File: src/design/dmq_div.sv
`timescale 1ns / 1ps
`default_nettype none
// Floor division of a signed numerator by an 8-bit divisor, one quotient bit a cycle.
module dmq_div #(
    parameter int NW = 33
) (
    input  wire logic                 i_clk,
    input  wire logic                 i_rst_n,
    input  wire logic                 i_start,
    input  wire logic signed [NW-1:0] i_num,
    input  wire logic [7:0]           i_den,
    output logic                      o_done,
    output logic signed [NW-1:0]      o_quot
);
    localparam int CNTW = $clog2(NW + 1);

    logic            r_busy;
    logic [CNTW-1:0] r_cnt;
    logic            r_neg;
    logic [NW-1:0]   r_q;
    logic [7:0]      r_rem;
    logic [7:0]      r_den;
    logic [8:0]      trial;
    logic            fits;
    logic [NW-1:0]   mag;

    assign trial = {r_rem, r_q[NW-1]};
    assign fits  = trial >= {1'b0, r_den};
    assign mag   = r_q + NW'(r_neg && (r_rem != 8'd0));
    assign o_quot = r_neg ? -$signed(mag) : $signed(mag);

    always_ff @(posedge i_clk) begin
        if (!i_rst_n) begin
            r_busy <= 1'b0;
            r_cnt  <= '0;
            o_done <= 1'b0;
        end else begin
            o_done <= 1'b0;
            if (i_start) begin
                r_busy <= 1'b1;
                r_cnt  <= CNTW'(NW);
            end else if (r_busy) begin
                r_cnt <= r_cnt - 1'b1;
                if (r_cnt == CNTW'(1)) begin
                    r_busy <= 1'b0;
                    o_done <= 1'b1;
                end
            end
        end
    end

    always_ff @(posedge i_clk) begin
        if (i_start) begin
            r_neg <= i_num[NW-1];
            r_q   <= i_num[NW-1] ? NW'(-i_num) : NW'(i_num);
            r_rem <= 8'd0;
            r_den <= i_den;
        end else if (r_busy) begin
            r_rem <= fits ? 8'(trial - {1'b0, r_den}) : trial[7:0];
            r_q   <= {r_q[NW-2:0], fits};
        end
    end
endmodule
`default_nettype wire

File: config.mk
export PLATFORM = sky130hd
export DESIGN_NAME = dmq_div
export DESIGN_NICKNAME = d
export VERILOG_FILES = /design/src/design/dmq_div.sv
export SDC_FILE = /design/constraint.sdc
export NUM_CORES = 1
export LEC_CHECK = 0
export BUFFER_PORTS_ARGS = -buffer_cell sky130_fd_sc_hd__buf_2
export CAP_MARGIN = 20
export CORE_ASPECT_RATIO = 0.9
export CORE_MARGIN = 5
export CORE_UTILIZATION = 55
export CTS_BUF_LIST = sky130_fd_sc_hd__clkbuf_8
export DETAILED_ROUTE_END_ITERATION = 12
export GPL_ROUTABILITY_DRIVEN = 0
export PLACE_DENSITY = 0.79
export SLEW_MARGIN = 30
export SYNTH_ARGS = -nofsm -noshare
export SYNTH_HDL_FRONTEND = slang
export SYNTH_SLANG_ARGS = --single-unit
File: constraint.sdc
create_clock -name i_clk -period 16.1 [get_ports i_clk]
set_input_delay 4.83 -clock i_clk [delete_from_list [all_inputs] [get_ports i_clk]]
set_output_delay 4.83 -clock i_clk [all_outputs]
set_load 0.01 [all_outputs]
==> results.toml <==
[synthesis]
top_cell_types_by_occurrence_after_synthesis = "sky130_fd_sc_hd__nor2_1, sky130_fd_sc_hd__nand2_1, sky130_fd_sc_hd__xor2_1, sky130_fd_sc_hd__xnor2_1, sky130_fd_sc_hd__edfxtp_1"
synth_top_area_cell = "sky130_fd_sc_hd__edfxtp_1"
most_numerous_cell_in_the_yosys_netlist = "sky130_fd_sc_hd__nor2_1"
synth_cell_types = 68
synth_seq_cells = 58
synth_enable_flop_cells = 42
syn_inst = 611
part_of_the_yosys_area_used_for_sequential_elements = 0.300
synth-warning-count = 0
postSynthAreaPerCell_um2 = 8.62
yosys-top-cells-area = "sky130_fd_sc_hd__edfxtp_1, sky130_fd_sc_hd__xor2_1, sky130_fd_sc_hd__xnor2_1"
synth-main-ff-cell = "sky130_fd_sc_hd__edfxtp_1"
syn-cell-area_um2 = 5270
share_of_flip_flops_with_an_asynchronous_set_or_reset = 0
synth_largest_type_area_fraction = 0.239
synthesis.nets = 670

[critical_path]
crit_path_max_incr_delay_ps = 670
critical_path_arrival_ps = 4450
critical_path.max_fanout = 17
setup_crit_start_kind = "flop"
critical_path_required_ps = 11270
critical_path.top_delay_family = "simple AND/OR/NAND/NOR gates"
path_buf_inv = 1
type_of_the_setup_path_with_the_least_slack = "reg2out"
timing.critical_path.to_type = "output pin"
cp_cell_sequence = "a21boi_0, ha_1, ha_1, nand4_1, or4_4, or4_4, mux2_4, o31ai_4, nand3_2, o31ai_2, xnor2_1, buf_2"
cp_slowest_cell = "sky130_fd_sc_hd__edfxtp_1"
rrSetupSlack_ps = 13170

[die]
number_of_placement_rows = 33
fp.coreArea_um2 = 9250
ioPinCount = 78
chipWidth_um = 113
die_height_um = 103
fp.dieArea_um2 = 11600
initial_utilization = 0.570

[clock_tree]
cts.sinks = 58
clkTransAtPathRegs_ps = 70
clkLatencyLatePin_ps = 340
cts-htree-levels = 3
tritoncts = "done"
cts-buffers-inserted = 9
cts.repair_timing.setup_buffer_count = 0
cts_hold_buffers = 0
root_buffer = "sky130_fd_sc_hd__clkbuf_8"
post_cts.resized_instances = 0
cts.path.max_buffers = 2

[cells_and_area]
finish.utilization = 0.629
syn2layout_area_growth_pct = 10.4
antenna_diode_count = 0
nNetsFinal = 727
post_route_cells_drive_above_1_share = 0.190
nFillCells = 815

[status]
outcome = "finished, final reports clean"

[run]
max_cap_violations = 0

[power]
clk_pwr_share = 0.282
power_switching_share = 0.338
internal_power_mw = 0.336
pwr-share-comb = 0.310
power_leakage_nw = 2.21
vdd_drop_max_uv = 65.9
p_switching_mw = 0.171
p_per_area_nw_per_um2 = 87.2
sequentialPowerShare = 0.408

[sta]
finalWorstPathRequiredPeriod_ps = 9280
report.final.setup_viol = 0
timing.final.hold_violations = 0
fin_ws_ps = 6820
slew-limit-headroom = 0.414
final.setup.tns_ps = 0
final_min_period_over_clock_period = 0.576
clock_skew_ps = 8.43
max_clock_freq_ghz = 0.108
slew_violations = 0
worst_slew_pin_slew_ps = 870
setup_repair_after_global_routing_missed_its_margin = "false"

[routing]
detail_route.wl_per_cell_um = 15.7
final_antenna_net_count = 0
initialDrtViolationCount = 484
postRouteWirelength_um = 12500
drtPass1Iterations = 5
drc = 0
avgViaCountPerCell = 5.86
dr_total_vias = 4655

[global_routing]
grt_start_max_net_pins = 83
first_global_vias = 4308
grt_pass1_wl_um = 20500
global_route.usage.total = 0.215
antenna_found_initial = 1
grt.overflow.total = 0

[min_path]
worst_hold_path_type = "reg2reg"

[placed_design]
dp_slack_ps = 6800
port-buffer-count = 77
post-dp-hpwl_um = 9460
==> state kept, by name, summed over array words and instances (netlist names) <==
signal and flops:
r_busy 1, r_q 33, r_cnt 6, r_neg 1
r_rem 8, o_done 1, r_den 8
==> layer usage <==
metal / GRT usage / vias up / routed length [um]
met5: 0 / - / 7
met1: 0.293 / 2139 / 5700
li1: - / 2317 / -
met2: 0.357 / 178 / 5660
met3: 0.0428 / 19 / 949
met4: 0.0527 / 2 / 172
==> through the flow <==
stage | instances | cell area, um2 | hold slack, ps | power (mW)
after CTS | 794 | 5810 | 529 | 0.508
after global placement | 778 | 5590 | 480 | 0.359
after global routing | 795 | 5820 | 562 | 0.536
final | 795 | 5820 | 522 | 0.507
after floorplan | 611 | 5270 | 469 | 0.320
after detailed placement | 778 | 5600 | 521 | 0.365
==> final cells by class <==
cell class / count / area, um2 / share of cell area
Timing Repair Buffer: 79 / 404 / 0.0695
Clock inverter: 7 / 83.8 / 0.0144
Sequential cell: 58 / 1580 / 0.272
Multi-Input combinational cell: 498 / 3390 / 0.582
Inverter: 22 / 82.6 / 0.0142
Tap cell: 122 / 153 / 0.0262
Clock buffer: 9 / 124 / 0.0213
==> worst min-delay path, cell delays in order (launching register included) <==
cell and delay, ps:
sky130_fd_sc_hd__dfxtp_1 320, sky130_fd_sc_hd__nor2_1 100, sky130_fd_sc_hd__a211oi_1 50
==> power groups by stage <==
stage	registers, mW	logic [mW]	clock network, mW
2_1_floorplan	0.193	0.127	0
3_5_place_dp	0.210	0.155	0
6_report	0.207	0.157	0.143
3_3_place_gp	0.209	0.150	0
4_1_cts	0.207	0.157	0.145
5_1_grt	0.209	0.175	0.152
==> cells by family (layout without fill, tap and decap cells) <==
| kind of cell | Yosys count | after routing | share of synthesized area |
|---|---|---|---|
| mux | 24 | 24 | 0.0489 |
| simple gates | 239 | 239 | 0.233 |
| compound gates | 118 | 118 | 0.153 |
| buf+inv | 55 | 117 | 0.0579 |
| xor+xnor | 102 | 102 | 0.170 |
| fa+ha+maj | 15 | 15 | 0.0370 |
| flops | 58 | 58 | 0.300 |
==> final timing paths <==
path	end	start	cells after the start
min reg2reg	r_cnt[1]$_SDFFE_PP0P_	r_cnt[1]$_SDFFE_PP0P_	2
max	o_quot[32]	r_neg$_DFFE_PP_	12
min	r_cnt[1]$_SDFFE_PP0P_	r_cnt[1]$_SDFFE_PP0P_	2
max reg2reg	r_rem[3]$_SDFFE_PP0P_	r_q[32]$_DFFE_PP_	10
==> placed cells by master, fill, tap and decap left out, types with 3 or more instances in the layout <==
cell type | Yosys | routed
sky130_fd_sc_hd__and3_1 | 5 | 5
sky130_fd_sc_hd__o21ai_1 | 3 | 3
sky130_fd_sc_hd__mux2i_1 | 13 | 13
sky130_fd_sc_hd__o41ai_1 | 6 | 6
sky130_fd_sc_hd__dfxtp_1 | 16 | 16
sky130_fd_sc_hd__mux2_2 | 10 | 10
sky130_fd_sc_hd__or2_2 | 10 | 10
sky130_fd_sc_hd__ha_1 | 14 | 14
sky130_fd_sc_hd__o21ai_0 | 27 | 27
sky130_fd_sc_hd__nor2_1 | 61 | 61
sky130_fd_sc_hd__a21boi_0 | 3 | 3
sky130_fd_sc_hd__nand2b_1 | 8 | 8
sky130_fd_sc_hd__nor2b_1 | 4 | 4
sky130_fd_sc_hd__inv_1 | 22 | 22
sky130_fd_sc_hd__clkbuf_8 | 5 | 9
sky130_fd_sc_hd__or3_1 | 10 | 10
sky130_fd_sc_hd__buf_2 | 1 | 77
sky130_fd_sc_hd__xor2_1 | 56 | 56
sky130_fd_sc_hd__nor3_1 | 19 | 19
sky130_fd_sc_hd__nor4_1 | 13 | 12
sky130_fd_sc_hd__a21oi_1 | 32 | 32
sky130_fd_sc_hd__xnor2_1 | 46 | 46
sky130_fd_sc_hd__a211oi_1 | 10 | 10
sky130_fd_sc_hd__nand2_1 | 57 | 57
sky130_fd_sc_hd__o31ai_1 | 15 | 15
sky130_fd_sc_hd__nand4_1 | 13 | 13
sky130_fd_sc_hd__edfxtp_1 | 42 | 42
sky130_fd_sc_hd__nand3_1 | 17 | 17
sky130_fd_sc_hd__clkinv_1 | 0 | 3
sky130_fd_sc_hd__or4_1 | 7 | 7
Power figures use the tool's default switching activity.
